## config.mk

```make
export PLATFORM = sky130hd
export DESIGN_NAME = balance_lqr_turn_controller_core_flat
export DESIGN_NICKNAME = d
export VERILOG_FILES = /design/src/design/blqr_pkg.sv /design/src/design/blqr_req_if.sv /design/src/design/blqr_rsp_if.sv /design/src/design/blqr_serial_unit.sv /design/src/design/blqr_wheel.sv /design/src/design/balance_lqr_turn_controller_core.sv /design/src/flat_wrapper.sv
export SDC_FILE = /design/constraint.sdc
export NUM_CORES = 2
export LEC_CHECK = 0
export BUFFER_PORTS_ARGS = -buffer_cell sky130_fd_sc_hd__buf_4
export CAP_MARGIN = 15
export CORE_MARGIN = 4
export CORE_UTILIZATION = 25
export DETAILED_ROUTE_END_ITERATION = 8
export PLACE_DENSITY = 0.47
export SYNTH_ARGS = -nofsm -noshare
export SYNTH_HDL_FRONTEND = slang
export SYNTH_HIERARCHICAL = 1
export SYNTH_SLANG_ARGS = --single-unit
```

## constraint.sdc

```tcl
create_clock -name clock -period 13.2 [get_ports clock]
set_input_delay 1.32 -clock clock [delete_from_list [all_inputs] [get_ports clock]]
set_output_delay 1.32 -clock clock [all_outputs]
set_load 0.01 [all_outputs]
```

## src/design/blqr_pkg.sv

```systemverilog
package blqr_pkg;

   // Fixed-point format of the input items
   localparam int FRAC_BITS = 16;
   localparam int WHEEL_SHIFT = FRAC_BITS + 16;

   // Serial arithmetic unit geometry
   localparam int OPA_W = 48;
   localparam int OPB_W = 34;
   localparam int PROD_W = OPA_W + OPB_W;
   localparam int DSR_W = 27;
   localparam int CNT_W = 6;
   localparam logic [CNT_W-1:0] MUL_STEPS = CNT_W'(OPB_W);
   localparam logic [CNT_W-1:0] DIV_STEPS = CNT_W'(OPA_W);

   // Duty coefficients, Q16
   localparam logic [OPB_W-1:0] C_PITCH = 34'd8468568;
   localparam logic [OPB_W-1:0] C_GYRO = 34'd60609;
   localparam logic [OPB_W-1:0] C_SPEED = 34'd263282098;
   localparam logic [OPB_W-1:0] C_POS = 34'd9170977;
   localparam logic [OPB_W-1:0] C_SINE = 34'd323753;

   // Sine series constants, Q30
   localparam logic [31:0] PI_Q30 = 32'd3373259426;
   localparam logic [30:0] ONE_Q30 = 31'd1073741824;
   localparam logic [63:0] TERM_LIM = 64'h1000_0000_0000_0000;

   // Sine index rounding: divisor 2 * 360 * 2^16, bias half of it
   localparam logic [DSR_W-1:0] IDX_DIVISOR = 27'd47185920;
   localparam logic [DSR_W-1:0] IDX_BIAS = 27'd23592960;

   // Register indexes
   localparam logic [2:0] CSR_TURN_LINEAR = 3'd0;
   localparam logic [2:0] CSR_TURN_SQUARE = 3'd1;
   localparam logic [2:0] CSR_TURN_DERIV = 3'd2;
   localparam logic [2:0] CSR_TURN_YAW = 3'd3;
   localparam logic [2:0] CSR_LEFT_DEAD_POS = 3'd4;
   localparam logic [2:0] CSR_LEFT_DEAD_NEG = 3'd5;
   localparam logic [2:0] CSR_RIGHT_DEAD_POS = 3'd6;
   localparam logic [2:0] CSR_RIGHT_DEAD_NEG = 3'd7;

   typedef enum logic {
      MODE_MUL,
      MODE_DIV
   } blqr_mode_type;

   typedef struct packed {
      logic          start;
      blqr_mode_type mode;
   } blqr_op_type;

   typedef enum logic [3:0] {
      ST_IDLE,
      ST_IMUL,
      ST_IDIV,
      ST_XMUL,
      ST_XDIV,
      ST_XSQ,
      ST_TMUL,
      ST_TDIV,
      ST_SMUL,
      ST_TERM,
      ST_SQ1,
      ST_SQ2,
      ST_SUM,
      ST_OUT
   } blqr_state_type;

   typedef enum logic [3:0] {
      TERM_PITCH,
      TERM_GYRO,
      TERM_SPEED,
      TERM_POS,
      TERM_SINE,
      TERM_LIN,
      TERM_SQUARE,
      TERM_DER,
      TERM_YAW
   } blqr_term_type;

   // Denominators of the nested sine series
   function automatic logic [OPB_W-1:0] sine_den(input logic [2:0] i);
      logic [OPB_W-1:0] d;
      case (i)
         3'd0: d = 34'd110;
         3'd1: d = 34'd72;
         3'd2: d = 34'd42;
         3'd3: d = 34'd20;
         default: d = 34'd6;
      endcase
      return d;
   endfunction

endpackage

```

## src/design/blqr_req_if.sv

```systemverilog
interface blqr_req_if;
   logic               valid;
   logic               ready;
   logic signed [24:0] pitch_deg;
   logic signed [24:0] pitch_setpoint_deg;
   logic signed [15:0] gyro_pitch_raw;
   logic signed [15:0] gyro_yaw_raw;
   logic signed [31:0] speed_estimate;
   logic signed [31:0] position_estimate;
   logic signed [31:0] speed_target;
   logic signed [31:0] vision_error;
   logic               hold_drive;

   modport source (
      output valid, pitch_deg, pitch_setpoint_deg, gyro_pitch_raw, gyro_yaw_raw,
             speed_estimate, position_estimate, speed_target, vision_error, hold_drive,
      input  ready
   );
   modport sink (
      input  valid, pitch_deg, pitch_setpoint_deg, gyro_pitch_raw, gyro_yaw_raw,
             speed_estimate, position_estimate, speed_target, vision_error, hold_drive,
      output ready
   );
endinterface

```

## src/design/blqr_rsp_if.sv

```systemverilog
interface blqr_rsp_if;
   logic               valid;
   logic               ready;
   logic signed [14:0] left_duty;
   logic signed [14:0] right_duty;
   logic               drive_valid;

   modport source (output valid, left_duty, right_duty, drive_valid, input ready);
   modport sink (input valid, left_duty, right_duty, drive_valid, output ready);
endinterface

```

## src/design/blqr_serial_unit.sv

```systemverilog
module blqr_serial_unit import blqr_pkg::*; (
   input  logic              clock,
   input  logic              reset,
   input  blqr_op_type       op,
   input  logic [OPA_W-1:0]  opa,
   input  logic [OPB_W-1:0]  opb,
   output logic              done,
   output logic [PROD_W-1:0] result
);

   logic                busy_ff;
   logic                done_ff;
   blqr_mode_type       mode_ff;
   logic [CNT_W-1:0]    cnt_ff;
   logic [OPA_W-1:0]    opa_ff;
   logic [PROD_W-1:0]   p_ff;
   logic [DSR_W-1:0]    rem_ff;

   logic [OPA_W:0]      mul_sum;
   logic [PROD_W-1:0]   p_mul;
   logic [DSR_W:0]      shifted;
   logic [DSR_W+1:0]    diff;
   logic                ge;
   logic [DSR_W-1:0]    rem_next;
   logic [PROD_W-1:0]   p_div;
   logic                last_step;

   // One multiplier bit: add multiplicand to upper half, shift right
   assign mul_sum = {1'b0, p_ff[PROD_W-1:OPB_W]} + (p_ff[0] ? {1'b0, opa_ff} : '0);
   assign p_mul = {mul_sum, p_ff[OPB_W-1:1]};

   // One quotient bit: restoring trial subtract
   assign shifted = {rem_ff, p_ff[OPA_W-1]};
   assign diff = {1'b0, shifted} - {2'b0, opa_ff[DSR_W-1:0]};
   assign ge = !diff[DSR_W+1];
   assign rem_next = ge ? diff[DSR_W-1:0] : shifted[DSR_W-1:0];
   assign p_div = {p_ff[PROD_W-1:OPA_W], p_ff[OPA_W-2:0], ge};

   assign last_step = busy_ff && (cnt_ff == CNT_W'(1));

   // Control
   always_ff @(posedge clock) begin
      if (reset) begin
         busy_ff <= 1'b0;
         done_ff <= 1'b0;
      end else begin
         done_ff <= last_step;
         if (op.start) begin
            busy_ff <= 1'b1;
         end else if (last_step) begin
            busy_ff <= 1'b0;
         end
      end
   end

   // Operand and partial result shift registers
   always_ff @(posedge clock) begin
      if (op.start) begin
         mode_ff <= op.mode;
         rem_ff <= '0;
         if (op.mode == MODE_DIV) begin
            cnt_ff <= DIV_STEPS;
            opa_ff <= OPA_W'(opb[DSR_W-1:0]);
            p_ff <= PROD_W'(opa);
         end else begin
            cnt_ff <= MUL_STEPS;
            opa_ff <= opa;
            p_ff <= PROD_W'(opb);
         end
      end else if (busy_ff) begin
         cnt_ff <= cnt_ff - CNT_W'(1);
         if (mode_ff == MODE_DIV) begin
            p_ff <= p_div;
            rem_ff <= rem_next;
         end else begin
            p_ff <= p_mul;
         end
      end
   end

   assign done = done_ff;
   assign result = p_ff;

endmodule

```

## src/design/blqr_wheel.sv

```systemverilog
module blqr_wheel import blqr_pkg::*; #(
   parameter int LIMIT = 10000
) (
   input  logic signed [63:0] sum,
   input  logic [11:0]        dead_pos,
   input  logic signed [12:0] dead_neg,
   output logic signed [14:0] duty
);

   localparam int LIM = (LIMIT < 16383) ? LIMIT : 16383;
   localparam logic signed [16:0] LIM_S = 17'(LIM);
   localparam logic signed [63:0] TRUNC_BIAS = 64'((64'd1 << WHEEL_SHIFT) - 64'd1);

   logic signed [63:0] biased;
   logic signed [31:0] whole;
   logic signed [15:0] sat;
   logic signed [16:0] off;

   // Truncate toward zero, saturate to 16 bits, add dead-zone offset, clamp
   always_comb begin
      biased = sum + (sum[63] ? TRUNC_BIAS : 64'sd0);
      whole = 32'(biased >>> WHEEL_SHIFT);
      if (whole > 32'sd32767) begin
         sat = 16'sd32767;
      end else if (whole < -32'sd32768) begin
         sat = -16'sd32768;
      end else begin
         sat = 16'(whole);
      end
      if (sat > 16'sd0) begin
         off = 17'(sat) + $signed({5'b0, dead_pos});
      end else begin
         off = 17'(sat) + 17'(dead_neg);
      end
      if (sat == 16'sd0) begin
         duty = 15'sd0;
      end else if (off > LIM_S) begin
         duty = 15'(LIM_S);
      end else if (off < -LIM_S) begin
         duty = 15'(-LIM_S);
      end else begin
         duty = 15'(off);
      end
   end

endmodule

```

## src/design/balance_lqr_turn_controller_core.sv

```systemverilog
// All arithmetic runs one bit per cycle through a single shared shift-add
// multiplier / restoring divider (19 multiplies and 7 divides per item); a new
// item is accepted only once the previous one has left the output state.
// Reset (synchronous, active high) restores the register defaults, clears the
// previous position and vision error and empties the result register.
module balance_lqr_turn_controller_core import blqr_pkg::*; #(
   parameter int DUTY_LIMIT = 10000,
   parameter int SINE_TABLE_DEPTH = 1024
) (
   input  logic        clock,
   input  logic        reset,
   blqr_req_if.sink    req_chan,
   blqr_rsp_if.source  rsp_chan,
   input  logic        csr_wr_en,
   input  logic [2:0]  csr_index,
   input  logic [23:0] csr_wdata
);

   localparam int IW = $clog2(SINE_TABLE_DEPTH);
   localparam int KW = IW + 3;
   localparam logic [KW-1:0] DEPTH_K = KW'(SINE_TABLE_DEPTH);
   localparam int LIM = (DUTY_LIMIT < 16383) ? DUTY_LIMIT : 16383;

   // Configuration registers
   logic [23:0]        gain_lin_ff, gain_sq_ff, gain_der_ff, gain_yaw_ff;
   logic [11:0]        ldp_ff, rdp_ff;
   logic signed [12:0] ldn_ff, rdn_ff;

   // Item and state registers
   logic signed [24:0] pitch_ff, setp_ff;
   logic signed [15:0] gy_ff, gz_ff;
   logic signed [31:0] v_ff, x_ff_in_pos, vt_ff, e_ff;
   logic               hold_ff;
   logic signed [31:0] prev_pos_ff, prev_err_ff;

   // Sequencer
   blqr_state_type     state_ff, state_in;
   logic               launched_ff;
   blqr_term_type      term_ff;
   logic [2:0]         iter_ff;

   // Working registers
   logic               sign_ff;
   logic [OPA_W-1:0]   num_ff;
   logic [IW-1:0]      k_ff;
   logic [31:0]        x_ff;
   logic [32:0]        x2_ff;
   logic [30:0]        t_ff;
   logic signed [17:0] sn_ff;
   logic [46:0]        q_ff;
   logic signed [63:0] torque_ff, steer_ff;
   logic signed [63:0] lsum_ff, rsum_ff;

   // Result register
   logic               rsp_valid_ff;
   logic signed [14:0] left_ff, right_ff;
   logic               drv_ff;

   // Unit connection
   blqr_op_type        op;
   logic [OPA_W-1:0]   opa;
   logic [OPB_W-1:0]   opb;
   logic               unit_done;
   logic [PROD_W-1:0]  prod;

   logic               accept;
   logic               rsp_free;
   logic               op_state;

   // Sine fold and term operands
   logic [KW-1:0]      k_ext, kf, kf2, kf4, fold_a;
   logic               fold_neg;
   logic signed [33:0] term_a;
   logic [33:0]        term_mag;
   logic               term_neg;
   logic [OPB_W-1:0]   term_c;
   logic               term_sub, term_shift;
   logic signed [63:0] term_val;

   // Capture helpers
   logic signed [40:0] idx_num;
   logic signed [IW+1:0] idx_s;
   logic [32:0]        s_round;
   logic [18:0]        r_mag;
   logic [63:0]        sq_mag;
   logic signed [14:0] left_duty, right_duty;

   assign accept = req_chan.valid && req_chan.ready;
   assign rsp_free = !rsp_valid_ff || rsp_chan.ready;
   assign req_chan.ready = (state_ff == ST_IDLE);

   assign rsp_chan.valid = rsp_valid_ff;
   assign rsp_chan.left_duty = left_ff;
   assign rsp_chan.right_duty = right_ff;
   assign rsp_chan.drive_valid = drv_ff;

   blqr_serial_unit u_unit (
      .clock  (clock),
      .reset  (reset),
      .op     (op),
      .opa    (opa),
      .opb    (opb),
      .done   (unit_done),
      .result (prod)
   );

   blqr_wheel #(.LIMIT(DUTY_LIMIT)) u_left (
      .sum      (lsum_ff),
      .dead_pos (ldp_ff),
      .dead_neg (ldn_ff),
      .duty     (left_duty)
   );

   blqr_wheel #(.LIMIT(DUTY_LIMIT)) u_right (
      .sum      (rsum_ff),
      .dead_pos (rdp_ff),
      .dead_neg (rdn_ff),
      .duty     (right_duty)
   );

   // Register writes
   always_ff @(posedge clock) begin
      if (reset) begin
         gain_lin_ff <= 24'd2309489;
         gain_sq_ff <= 24'd39977;
         gain_der_ff <= 24'd49152;
         gain_yaw_ff <= 24'd32113;
         ldp_ff <= '0;
         ldn_ff <= '0;
         rdp_ff <= '0;
         rdn_ff <= '0;
      end else if (csr_wr_en) begin
         unique case (csr_index)
            CSR_TURN_LINEAR:    gain_lin_ff <= csr_wdata;
            CSR_TURN_SQUARE:    gain_sq_ff <= csr_wdata;
            CSR_TURN_DERIV:     gain_der_ff <= csr_wdata;
            CSR_TURN_YAW:       gain_yaw_ff <= csr_wdata;
            CSR_LEFT_DEAD_POS:  ldp_ff <= csr_wdata[11:0];
            CSR_LEFT_DEAD_NEG:  ldn_ff <= $signed(csr_wdata[12:0]);
            CSR_RIGHT_DEAD_POS: rdp_ff <= csr_wdata[11:0];
            CSR_RIGHT_DEAD_NEG: rdn_ff <= $signed(csr_wdata[12:0]);
            default: ;
         endcase
      end
   end

   // Sine quadrant fold of the table index
   always_comb begin
      k_ext = KW'(k_ff);
      fold_neg = (k_ext << 1) > DEPTH_K;
      kf = fold_neg ? (DEPTH_K - k_ext) : k_ext;
      kf2 = kf << 1;
      kf4 = kf << 2;
      fold_a = (kf4 > DEPTH_K) ? (DEPTH_K - kf2) : kf2;
   end

   // LQR and steering term selection
   always_comb begin
      term_sub = 1'b0;
      term_shift = 1'b0;
      case (term_ff)
         TERM_PITCH: begin
            term_a = 34'(pitch_ff) - 34'(setp_ff);
            term_c = C_PITCH;
         end
         TERM_GYRO: begin
            term_a = 34'(gy_ff);
            term_c = C_GYRO;
            term_shift = 1'b1;
         end
         TERM_SPEED: begin
            term_a = 34'(v_ff) - 34'(vt_ff);
            term_c = C_SPEED;
            term_sub = 1'b1;
         end
         TERM_POS: begin
            term_a = 34'(x_ff_in_pos) - 34'(prev_pos_ff) - 34'(v_ff);
            term_c = C_POS;
            term_sub = 1'b1;
         end
         TERM_SINE: begin
            term_a = 34'(sn_ff);
            term_c = C_SINE;
            term_sub = 1'b1;
         end
         TERM_LIN: begin
            term_a = 34'(e_ff);
            term_c = OPB_W'(gain_lin_ff);
         end
         TERM_DER: begin
            term_a = 34'(e_ff) - 34'(prev_err_ff);
            term_c = OPB_W'(gain_der_ff);
         end
         TERM_YAW: begin
            term_a = 34'(gz_ff);
            term_c = OPB_W'(gain_yaw_ff);
            term_shift = 1'b1;
            term_sub = 1'b1;
         end
         default: begin
            term_a = 34'(e_ff);
            term_c = OPB_W'(gain_sq_ff);
         end
      endcase
      term_neg = term_a[33];
      term_mag = term_neg ? 34'(-term_a) : 34'(term_a);
      term_val = term_shift ? $signed({prod[63-FRAC_BITS:0], {FRAC_BITS{1'b0}}})
                            : $signed(prod[63:0]);
      if (term_neg ^ term_sub) begin
         term_val = -term_val;
      end
   end

   // Next state
   always_comb begin
      state_in = state_ff;
      unique case (state_ff)
         ST_IDLE: if (accept) state_in = ST_IMUL;
         ST_IMUL: if (unit_done) state_in = ST_IDIV;
         ST_IDIV: if (unit_done) state_in = ST_XMUL;
         ST_XMUL: if (unit_done) state_in = ST_XDIV;
         ST_XDIV: if (unit_done) state_in = ST_XSQ;
         ST_XSQ:  if (unit_done) state_in = ST_TMUL;
         ST_TMUL: if (unit_done) state_in = ST_TDIV;
         ST_TDIV: begin
            if (unit_done) state_in = (iter_ff == 3'd4) ? ST_SMUL : ST_TMUL;
         end
         ST_SMUL: if (unit_done) state_in = ST_TERM;
         ST_TERM: begin
            if (unit_done) begin
               if (term_ff == TERM_LIN) begin
                  state_in = ST_SQ1;
               end else if (term_ff == TERM_YAW) begin
                  state_in = ST_SUM;
               end
            end
         end
         ST_SQ1:  if (unit_done) state_in = ST_SQ2;
         ST_SQ2:  if (unit_done) state_in = ST_TERM;
         ST_SUM:  state_in = ST_OUT;
         ST_OUT:  if (rsp_free) state_in = ST_IDLE;
         default: state_in = ST_IDLE;
      endcase
   end

   // Unit operation per state
   always_comb begin
      op_state = 1'b1;
      op.mode = MODE_MUL;
      opa = '0;
      opb = '0;
      unique case (state_ff)
         ST_IMUL: begin
            opa = OPA_W'($unsigned(pitch_ff[24] ? -pitch_ff : pitch_ff));
            opb = OPB_W'(2 * SINE_TABLE_DEPTH);
         end
         ST_IDIV: begin
            op.mode = MODE_DIV;
            opa = num_ff;
            opb = OPB_W'(IDX_DIVISOR);
         end
         ST_XMUL: begin
            opa = OPA_W'(PI_Q30);
            opb = OPB_W'(fold_a);
         end
         ST_XDIV: begin
            op.mode = MODE_DIV;
            opa = num_ff;
            opb = OPB_W'(SINE_TABLE_DEPTH);
         end
         ST_XSQ: begin
            opa = OPA_W'(x_ff);
            opb = OPB_W'(x_ff);
         end
         ST_TMUL: begin
            opa = OPA_W'(x2_ff);
            opb = OPB_W'(t_ff);
         end
         ST_TDIV: begin
            op.mode = MODE_DIV;
            opa = num_ff;
            opb = sine_den(iter_ff);
         end
         ST_SMUL: begin
            opa = OPA_W'(x_ff);
            opb = OPB_W'(t_ff);
         end
         ST_TERM: begin
            opa = OPA_W'(term_mag);
            opb = term_c;
         end
         ST_SQ1: begin
            opa = OPA_W'(term_mag);
            opb = term_mag;
         end
         ST_SQ2: begin
            opa = OPA_W'(q_ff);
            opb = OPB_W'(gain_sq_ff);
         end
         default: op_state = 1'b0;
      endcase
      op.start = op_state && !launched_ff;
   end

   // Capture helpers for the index and the sine result
   always_comb begin
      idx_num = (pitch_ff[24] ? -41'(prod[39:0]) : 41'(prod[39:0])) + 41'(IDX_BIAS);
      idx_s = sign_ff ? -(IW+2)'(prod[IW:0]) : (IW+2)'(prod[IW:0]);
      if (idx_s < 0) begin
         idx_s = idx_s + (IW+2)'(SINE_TABLE_DEPTH);
      end else if (idx_s >= (IW+2)'(SINE_TABLE_DEPTH)) begin
         idx_s = idx_s - (IW+2)'(SINE_TABLE_DEPTH);
      end
      s_round = {1'b0, prod[61:30]} + 33'(1 << (29 - FRAC_BITS));
      r_mag = 19'(s_round >> (30 - FRAC_BITS));
      if (r_mag > 19'(1 << FRAC_BITS)) begin
         r_mag = 19'(1 << FRAC_BITS);
      end
      sq_mag = (prod > PROD_W'(TERM_LIM)) ? TERM_LIM : prod[63:0];
   end

   // Sequencer control registers
   always_ff @(posedge clock) begin
      if (reset) begin
         state_ff <= ST_IDLE;
         launched_ff <= 1'b0;
         rsp_valid_ff <= 1'b0;
         prev_pos_ff <= '0;
         prev_err_ff <= '0;
      end else begin
         state_ff <= state_in;
         if (op.start) begin
            launched_ff <= 1'b1;
         end else if (unit_done) begin
            launched_ff <= 1'b0;
         end
         if (state_ff == ST_OUT && rsp_free) begin
            rsp_valid_ff <= 1'b1;
            prev_pos_ff <= x_ff_in_pos;
            prev_err_ff <= e_ff;
         end else if (rsp_chan.ready) begin
            rsp_valid_ff <= 1'b0;
         end
      end
   end

   // Datapath registers
   always_ff @(posedge clock) begin
      if (accept) begin
         pitch_ff <= req_chan.pitch_deg;
         setp_ff <= req_chan.pitch_setpoint_deg;
         gy_ff <= req_chan.gyro_pitch_raw;
         gz_ff <= req_chan.gyro_yaw_raw;
         v_ff <= req_chan.speed_estimate;
         x_ff_in_pos <= req_chan.position_estimate;
         vt_ff <= req_chan.speed_target;
         e_ff <= req_chan.vision_error;
         hold_ff <= req_chan.hold_drive;
         torque_ff <= '0;
         steer_ff <= '0;
         term_ff <= TERM_PITCH;
         iter_ff <= '0;
      end
      if (unit_done) begin
         case (state_ff)
            ST_IMUL: begin
               sign_ff <= idx_num[40];
               num_ff <= idx_num[40] ? OPA_W'(-idx_num) + OPA_W'(IDX_DIVISOR - 27'd1)
                                     : OPA_W'(idx_num);
            end
            ST_IDIV: k_ff <= IW'(idx_s);
            ST_XMUL: num_ff <= prod[OPA_W-1:0] + OPA_W'(SINE_TABLE_DEPTH / 2);
            ST_XDIV: x_ff <= prod[31:0];
            ST_XSQ: begin
               x2_ff <= 33'((prod[63:0] + 64'(ONE_Q30 >> 1)) >> 30);
               t_ff <= ONE_Q30;
               iter_ff <= '0;
            end
            ST_TMUL: num_ff <= OPA_W'(prod[63:30]);
            ST_TDIV: begin
               t_ff <= ONE_Q30 - prod[30:0];
               iter_ff <= iter_ff + 3'd1;
            end
            ST_SMUL: sn_ff <= fold_neg ? -18'(r_mag) : 18'(r_mag);
            ST_TERM: begin
               if (term_ff == TERM_LIN || term_ff == TERM_DER || term_ff == TERM_YAW) begin
                  steer_ff <= steer_ff + term_val;
               end else begin
                  torque_ff <= torque_ff + term_val;
               end
               if (term_ff != TERM_YAW) begin
                  term_ff <= blqr_term_type'(term_ff + 4'd1);
               end
            end
            ST_SQ1: q_ff <= prod[46+FRAC_BITS:FRAC_BITS];
            ST_SQ2: begin
               steer_ff <= steer_ff + (term_neg ? -$signed(sq_mag) : $signed(sq_mag));
               term_ff <= TERM_DER;
            end
            default: ;
         endcase
      end
      if (state_ff == ST_SUM) begin
         lsum_ff <= torque_ff - steer_ff;
         rsum_ff <= torque_ff + steer_ff;
      end
      if (state_ff == ST_OUT && rsp_free) begin
         left_ff <= left_duty;
         right_ff <= 15'(-right_duty);
         drv_ff <= !hold_ff;
      end
   end

`ifndef SYNTHESIS
   a_done_launched: assert property (@(posedge clock) disable iff (reset)
      unit_done |-> launched_ff)
      else $error("unit finished with no operation launched");
   a_accept_starts: assert property (@(posedge clock) disable iff (reset)
      accept |=> state_ff == ST_IMUL)
      else $error("accepted item did not start the index multiply");
   a_out_loads: assert property (@(posedge clock) disable iff (reset)
      (state_ff == ST_OUT && rsp_free) |=> (rsp_valid_ff && state_ff == ST_IDLE))
      else $error("result not registered on leaving output state");
   a_sine_range: assert property (@(posedge clock) disable iff (reset)
      (state_ff == ST_TERM) |-> (sn_ff <= 18'sd65536 && sn_ff >= -18'sd65536))
      else $error("sine value out of range");
   a_duty_range: assert property (@(posedge clock) disable iff (reset)
      rsp_valid_ff |-> (left_ff <= 15'(LIM) && left_ff >= -15'(LIM)
                        && right_ff <= 15'(LIM) && right_ff >= -15'(LIM)))
      else $error("duty beyond limit");
`endif

endmodule

```

## src/flat_wrapper.sv

```systemverilog
// flat-port wrapper written by rule: the top's interface ports become plain ports
module balance_lqr_turn_controller_core_flat import blqr_pkg::*;
#(
   parameter int DUTY_LIMIT = 10000,
   parameter int SINE_TABLE_DEPTH = 1024
)
  (clock, reset, csr_wr_en, csr_index, csr_wdata, req_chan_valid, req_chan_pitch_deg, req_chan_pitch_setpoint_deg, req_chan_gyro_pitch_raw, req_chan_gyro_yaw_raw, req_chan_speed_estimate, req_chan_position_estimate, req_chan_speed_target, req_chan_vision_error, req_chan_hold_drive, req_chan_ready, rsp_chan_valid, rsp_chan_left_duty, rsp_chan_right_duty, rsp_chan_drive_valid, rsp_chan_ready);
  blqr_req_if req_chan_i ();
  blqr_rsp_if rsp_chan_i ();
  input  logic clock;
  input  logic reset;
  input  logic csr_wr_en;
  input  logic [2:0] csr_index;
  input  logic [23:0] csr_wdata;
  input wire logic [$bits(req_chan_i.valid)-1:0] req_chan_valid;
  input wire logic [$bits(req_chan_i.pitch_deg)-1:0] req_chan_pitch_deg;
  input wire logic [$bits(req_chan_i.pitch_setpoint_deg)-1:0] req_chan_pitch_setpoint_deg;
  input wire logic [$bits(req_chan_i.gyro_pitch_raw)-1:0] req_chan_gyro_pitch_raw;
  input wire logic [$bits(req_chan_i.gyro_yaw_raw)-1:0] req_chan_gyro_yaw_raw;
  input wire logic [$bits(req_chan_i.speed_estimate)-1:0] req_chan_speed_estimate;
  input wire logic [$bits(req_chan_i.position_estimate)-1:0] req_chan_position_estimate;
  input wire logic [$bits(req_chan_i.speed_target)-1:0] req_chan_speed_target;
  input wire logic [$bits(req_chan_i.vision_error)-1:0] req_chan_vision_error;
  input wire logic [$bits(req_chan_i.hold_drive)-1:0] req_chan_hold_drive;
  output wire logic [$bits(req_chan_i.ready)-1:0] req_chan_ready;
  output wire logic [$bits(rsp_chan_i.valid)-1:0] rsp_chan_valid;
  output wire logic [$bits(rsp_chan_i.left_duty)-1:0] rsp_chan_left_duty;
  output wire logic [$bits(rsp_chan_i.right_duty)-1:0] rsp_chan_right_duty;
  output wire logic [$bits(rsp_chan_i.drive_valid)-1:0] rsp_chan_drive_valid;
  input wire logic [$bits(rsp_chan_i.ready)-1:0] rsp_chan_ready;
  assign req_chan_i.valid = req_chan_valid;
  assign req_chan_i.pitch_deg = req_chan_pitch_deg;
  assign req_chan_i.pitch_setpoint_deg = req_chan_pitch_setpoint_deg;
  assign req_chan_i.gyro_pitch_raw = req_chan_gyro_pitch_raw;
  assign req_chan_i.gyro_yaw_raw = req_chan_gyro_yaw_raw;
  assign req_chan_i.speed_estimate = req_chan_speed_estimate;
  assign req_chan_i.position_estimate = req_chan_position_estimate;
  assign req_chan_i.speed_target = req_chan_speed_target;
  assign req_chan_i.vision_error = req_chan_vision_error;
  assign req_chan_i.hold_drive = req_chan_hold_drive;
  assign req_chan_ready = req_chan_i.ready;
  assign rsp_chan_valid = rsp_chan_i.valid;
  assign rsp_chan_left_duty = rsp_chan_i.left_duty;
  assign rsp_chan_right_duty = rsp_chan_i.right_duty;
  assign rsp_chan_drive_valid = rsp_chan_i.drive_valid;
  assign rsp_chan_i.ready = rsp_chan_ready;
  balance_lqr_turn_controller_core #(.DUTY_LIMIT(DUTY_LIMIT), .SINE_TABLE_DEPTH(SINE_TABLE_DEPTH)) u_core (.clock(clock), .reset(reset), .req_chan(req_chan_i), .rsp_chan(rsp_chan_i), .csr_wr_en(csr_wr_en), .csr_index(csr_index), .csr_wdata(csr_wdata));
endmodule
```

Word level (Yosys, flattened, before mapping). Index checks and enable logic that the tools add are counted.

Flip-flop bits (word level): 1107. Input port bits: 243. Output and inout bits: 33. Word-level logic and storage cells: 292.

$add $sub $neg: 40. Order comparisons: 16. Equal/unequal tests: 47. Mux-type cells: 86. Bitwise gates (word level): 1. Reductions and logical operators: 52.

Operators by type and width (number): 64-bit 2-to-1 mux (11); 64-bit adder (6); 34-bit case mux with 10 select lines (1); 48-bit case mux with 7 select lines (1); 82-bit 2-to-1 mux (3); 34-bit case mux with 7 select lines (1); 28-bit case mux with 8 select lines (1); 48-bit 2-to-1 mux (3); 48-bit case mux with 3 select lines (1); 64-bit negation (2); 64-bit case mux with 2 select lines (1); 32-bit by 32-bit subtractor with 33-bit output (3); 82-bit by 61-bit greater-than comparator with 1-bit output (second input constant) (1); 4-bit 2-to-1 mux (18); 16-bit by 13-bit adder with 17-bit output (4); 32-bit by 16-bit greater-than comparator with 1-bit output (second input constant) (2); 32-bit by 16-bit less-than comparator with 1-bit output (second input constant) (2); 16-bit 2-to-1 mux (4); 32-bit 2-to-1 mux (2); 64-bit subtractor (1); 63-bit by 30-bit adder with 63-bit output (second input constant) (1); 31-bit case mux with 2 select lines (1); 15-bit 2-to-1 mux (4); 27-bit 2-to-1 mux (2); 75 further kinds (166).

Logic depth before layout (Yosys ltp).
Depth after elaboration: 12. Depth in mapped cells: 35. Mapped depth without buffers: 31.

By module. Netlist, hierarchy kept.

Modules (own cells, without submodules): balance_lqr_turn_controller_core (times used 1, cells each 8467, area each 71531.1 um^2, sequential area each 24713.7 um^2); blqr_serial_unit (times used 1, cells each 1261, area each 11967.7 um^2, sequential area each 4694.5 um^2); blqr_wheel (u_core.u_left) (times used 1, cells each 565, area each 3988.8 um^2, sequential area each 0.0 um^2); blqr_wheel (u_core.u_right) (times used 1, cells each 551, area each 3559.7 um^2, sequential area each 0.0 um^2).

Worst setup path before layout. OpenSTA, ideal clock, no wires.

Path kind: input port to flip-flop. Start: input port req_chan_valid. End: register u_core.steer_ff[27]. Setup time: 0.136 ns. Data arrival time: 8.674 ns. Required time: 13.064 ns. Slack: 4.390 ns. Cell stages on the path: 6. Buffers on the path: 1. Cells stage by stage: nand2_1 > inv_1 > clkbuf_1 > a21oi_1 > a32oi_1 > o21ai_0.

Word-level cells in the longest chain between the ends: 5.

Ends and longest elaborated chain: start: declaration (line flat_wrapper.sv:15) `input wire logic [$bits(req_chan_i.valid)-1:0] req_chan_valid;`; 1-bit logical AND * (line balance_lqr_turn_controller_core.sv:88) `assign accept = req_chan.valid && req_chan.ready;`; net u_core.accept (line balance_lqr_turn_controller_core.sv:66) `logic accept;`; 64-bit 2-to-1 mux * (line balance_lqr_turn_controller_core.sv:349) `if (accept) begin`; 64-bit 2-to-1 mux (line balance_lqr_turn_controller_core.sv:386) `if (term_ff == TERM_LIN || term_ff == TERM_DER || term_ff == TERM_YAW) begin`; 64-bit case mux with 2 select lines (line balance_lqr_turn_controller_core.sv:365) `case (state_ff)`; 64-bit 2-to-1 mux * (line balance_lqr_turn_controller_core.sv:364) `if (unit_done) begin`; end signal: assignment (line balance_lqr_turn_controller_core.sv:387) `steer_ff <= steer_ff + term_val;`; end signal: assignment (line balance_lqr_turn_controller_core.sv:397) `steer_ff <= steer_ff + (term_neg ? -$signed(sq_mag) : $signed(sq_mag));`; end: declaration (line balance_lqr_turn_controller_core.sv:51) `logic signed [63:0] torque_ff, steer_ff;`.

The timed path passes the listed nets; every way through them passes the cells marked *. A chain may end at the register's enable or synchronous reset.

Final worst setup path.
Start: register u_core.v_ff[5]. End: register u_core.steer_ff[62].

Word-level cells in the longest chain between the ends: 8. Elaborated cells on any way between the ends: 11. Classes of those cells: add/sub (4); mux (6); bitwise (1).

Ends and longest elaborated chain: start: declaration (line balance_lqr_turn_controller_core.sv:32) `logic signed [31:0] v_ff, x_ff_in_pos, vt_ff, e_ff;`; start signal: assignment (line balance_lqr_turn_controller_core.sv:354) `v_ff <= req_chan.speed_estimate;`; 33-bit by 32-bit subtractor with 34-bit output or 32-bit by 32-bit subtractor with 33-bit output (tied branches) (line balance_lqr_turn_controller_core.sv:177, balance_lqr_turn_controller_core.sv:172); 34-bit case mux with 7 select lines * (line balance_lqr_turn_controller_core.sv:161) `case (term_ff)`; 1-bit bitwise XOR (line balance_lqr_turn_controller_core.sv:209) `if (term_neg ^ term_sub) begin`; 64-bit 2-to-1 mux (line balance_lqr_turn_controller_core.sv:209); 64-bit adder (line balance_lqr_turn_controller_core.sv:387); 64-bit 2-to-1 mux (line balance_lqr_turn_controller_core.sv:386); 64-bit case mux with 2 select lines * (line balance_lqr_turn_controller_core.sv:365); 64-bit 2-to-1 mux * (line balance_lqr_turn_controller_core.sv:364).

Mark *: on every way between the ends. The rest lies on a longest branch, timed or not.

==> reports/qor.yml <==
outcome:
  status: "completed"
die:
  start_util_pct: 25.1
  ios: 276
  dieHeight_um: 611
  dieArea_mm2: 0.374
  core_mm2: 0.363
  rows: 221
  die_w_um: 611
yosys:
  synth_mux_area_share_pct: 2.25
  synth_ff_type: "edfxtp_1"
  seq_area_frac_synth_pct: 32.3
  syn_area_mm2: 0.0910
  ys_warn_count: 6
  ys_async_sr_fraction_pct: 0
  synth_compound_area_share_pct: 24.2
  synth_fp_nets: 11800
  synth-seq-cells: 1106
  synth_edf_count: 726
  avgSynthCellArea_um2: 8.40
  synth_top_family_by_area: "compound AO/OA/AOI/OAI gates"
  synth.distinct_cells: 129
  synth_fa_ha_area_share_pct: 9.78
  synth-xor-area-share_pct: 7.97
  yosys.area_share.simple_pct: 18.7
  synth_cells: 10800
cells_and_area:
  final_core_util_pct: 28.5
  fillCellCount: 39000
  fin_area_mm2: 0.103
  area_delta_synth_final_pct: 13.4
  final_common_cell: "nand2_1"
  layout.nets: 11800
  layout_common_cells: "nand2_1 (1145), a21oi_1 (1033), nor2_1 (795), edfxtp_1 (726), ha_1 (641)"
  stdcell_count: 15800
  layout-drive-gt1-share_pct: 8.34
setup_path:
  cp_common_cell: "a21oi_1"
  crit_fanout: 24
  critical_path_class: "flip-flop to flip-flop"
  critPathLaunch: "u_core/v_ff[5]$_DFFE_PP_"
  cp_slowest_cell: "o21ai_0"
  end_kind: "flip-flop"
  reg2reg_from: "u_core/v_ff[5]$_DFFE_PP_"
  critical_path_required_ns: 13.84
  crit_arrival_ns: 10.80
  startpoint_type: "flip-flop"
  crit_path_max_incr_delay_ns: 0.86
power:
  p_leak_nw: 39.4
  finalPower_mw: 21.2
  p_per_area_mw_per_mm2: 206
  ir_drop_mv: 0.208
global_routing:
  grt_pass1_wl_um: 552000
  grt_overflow: 0
  antenna_found_initial: 23
  grt_pass1_vias: 79200
  track_usage_pct: 19.4
  grt_max_degree: 123
worst_hold_path:
  hp-start: "u_core/prev_err_ff[29]$_SDFFE_PP0P_"
  hold_path.class: "flip-flop to flip-flop"
sta:
  setup_violations: 0
  finalSetupTns_ns: 0
  slew_violations: 0
  rsz0062_at_grt: "no"
  whs_ns: 0.453
  fmax_mhz: 98.5
  slew_headroom_pct: 10.6
  fin_worst_skew_ns: 0.104
  finalCritPeriodShare_pct: 76.9
  worst_pin_slew_ns: 1.33
  layout_setup_ws_ns: 3.04
  layout_min_cycle_time_ns: 10.16
  hold_violations: 0
clock_network:
  holdBufCountCts: 0
  numCtsBuffers: 146
  clk_path_buf_depth: 4
  clk_pin_slew_ns: 0.06
  clock_sinks: 1106
  htreeDepth: 4
  cts_tree: "yes"
  cts_root_buf: "clkbuf_16"
  post_cts_buffers: 0
  cts_resized: 0
  clk_latency_ns: 0.87
drt:
  dr.pass1.iters: 8
  via_per_inst: 5.42
  drt_iter0_drc: 9309
  drc_errors: 0
  drtAntennaViolNets: 0
  route.final.wire_length_um: 382000
  via_count: 85500
  wire_per_inst_um: 24.2
job:
  drv_cap: 0
placed_design:
  dp_worst_setup_slack_ns: 3.44
  gp_congestion: 0.922
  io_buffers: 275
  placed_cell_area_mm2: 0.0984
  dp_hpwl_um: 292000
  placed_cells: 15500
==> cells by family (layout without fill, tap and decap cells) <==
| group | count (synthesis) | count (layout) |
|---|---|---|
| other | 0 | 8 |
| buffers and inverters | 1132 | 1248 |
| DFF | 1106 | 1106 |
| and+or+nand+nor | 3519 | 3519 |
| AOI/OAI and AO/OA | 3383 | 3383 |
| adders and majority gates | 685 | 685 |
| muxes | 191 | 191 |
| xor gates and xnor gates | 828 | 828 |
==> final cells by class <==
class	count	area [µm²]	area share (%)
diodes	8	20.0	0.0194
clock buffers	179	3950	3.83
clock inverters	78	858	0.831
inverters	526	1980	1.92
multi-input cells	8606	57500	55.7
flip-flops and latches	1106	29400	28.5
well taps	4794	6000	5.81
repair buffers	465	3530	3.42
==> cells in the mapped netlist (all sizes together), types with 106 or more instances <==
cell type | instances | area [µm²]
xnor2 | 525 | 4600
nor2b | 141 | 882
nor3 | 251 | 1310
o21a | 106 | 796
nand2b | 106 | 663
a211oi | 127 | 968
mux2i | 131 | 1310
nand4 | 162 | 1060
o21ai | 673 | 3400
nand2 | 1147 | 4310
a31oi | 116 | 732
a21o | 256 | 1920
ha | 641 | 8020
edfxtp | 726 | 21800
clkbuf | 503 | 1900
a21oi | 1040 | 5230
o21bai | 110 | 826
xor2 | 303 | 2660
nor2 | 812 | 3050
dfxtp | 380 | 7610
nand3 | 301 | 1520
inv | 521 | 1960
==> per-layer routing <==
| layer | wire, µm | global-route usage, % | vias up |
|---|---|---|---|
| met5 | 19 | 0 | - |
| met4 | 12000 | 5.56 | 4 |
| met3 | 30300 | 3.01 | 499 |
| met2 | 166000 | 29.7 | 3294 |
| met1 | 174000 | 28.0 | 41700 |
| li1 | - | - | 40000 |
==> where the power goes <==
group / internal [mW] / switching, mW / total, mW
clock network: 2.45 / 1.70 / 4.15
logic: 3.99 / 8.20 / 12.2
registers: 4.53 / 0.360 / 4.89
total: 11.0 / 10.3 / 21.2
==> state kept, by name, summed over array words and instances, names as in the netlist, 25 cells and up <==
register and cells:
u_core/prev_err_ff 32, u_core/t_ff 31, u_core/x2_ff 33, u_core/torque_ff 64, u_core/e_ff 32, u_core/x_ff 32
u_core/u_unit/result 82, u_core/u_unit/opa_ff 48, u_core/pitch_ff 25, u_core/prev_pos_ff 32, u_core/v_ff 32, u_core/steer_ff 64
u_core/lsum_ff 64, u_core/vt_ff 32, u_core/rsum_ff 63, u_core/x_ff_in_pos 32, u_core/setp_ff 25, u_core/num_ff 48
u_core/q_ff 47, u_core/u_unit/rem_ff 27
==> path summary, 6_finish.rpt <==
path                            cells past startpoint  slack [ns]                             endpoint
worst min register to register                      2        0.45  u_core/prev_err_ff[29]$_SDFFE_PP0P_
worst max-delay path                               30        3.04          u_core/steer_ff[62]$_DFF_P_
worst min-delay path                                2        0.45  u_core/prev_err_ff[29]$_SDFFE_PP0P_
worst max register to register                     30        3.04          u_core/steer_ff[62]$_DFF_P_
==> critical path, delay by kind of cell (launching register included) <==
kind | cells | cell delay (ns)
buf+inv | 4 | 0.64
compound gates | 18 | 6.57
xor+xnor | 2 | 0.28
fa+ha+maj | 3 | 1.41
simple gates | 3 | 0.62
flops | 1 | 0.35
Note: power is estimated with default switching activity, not from simulation.
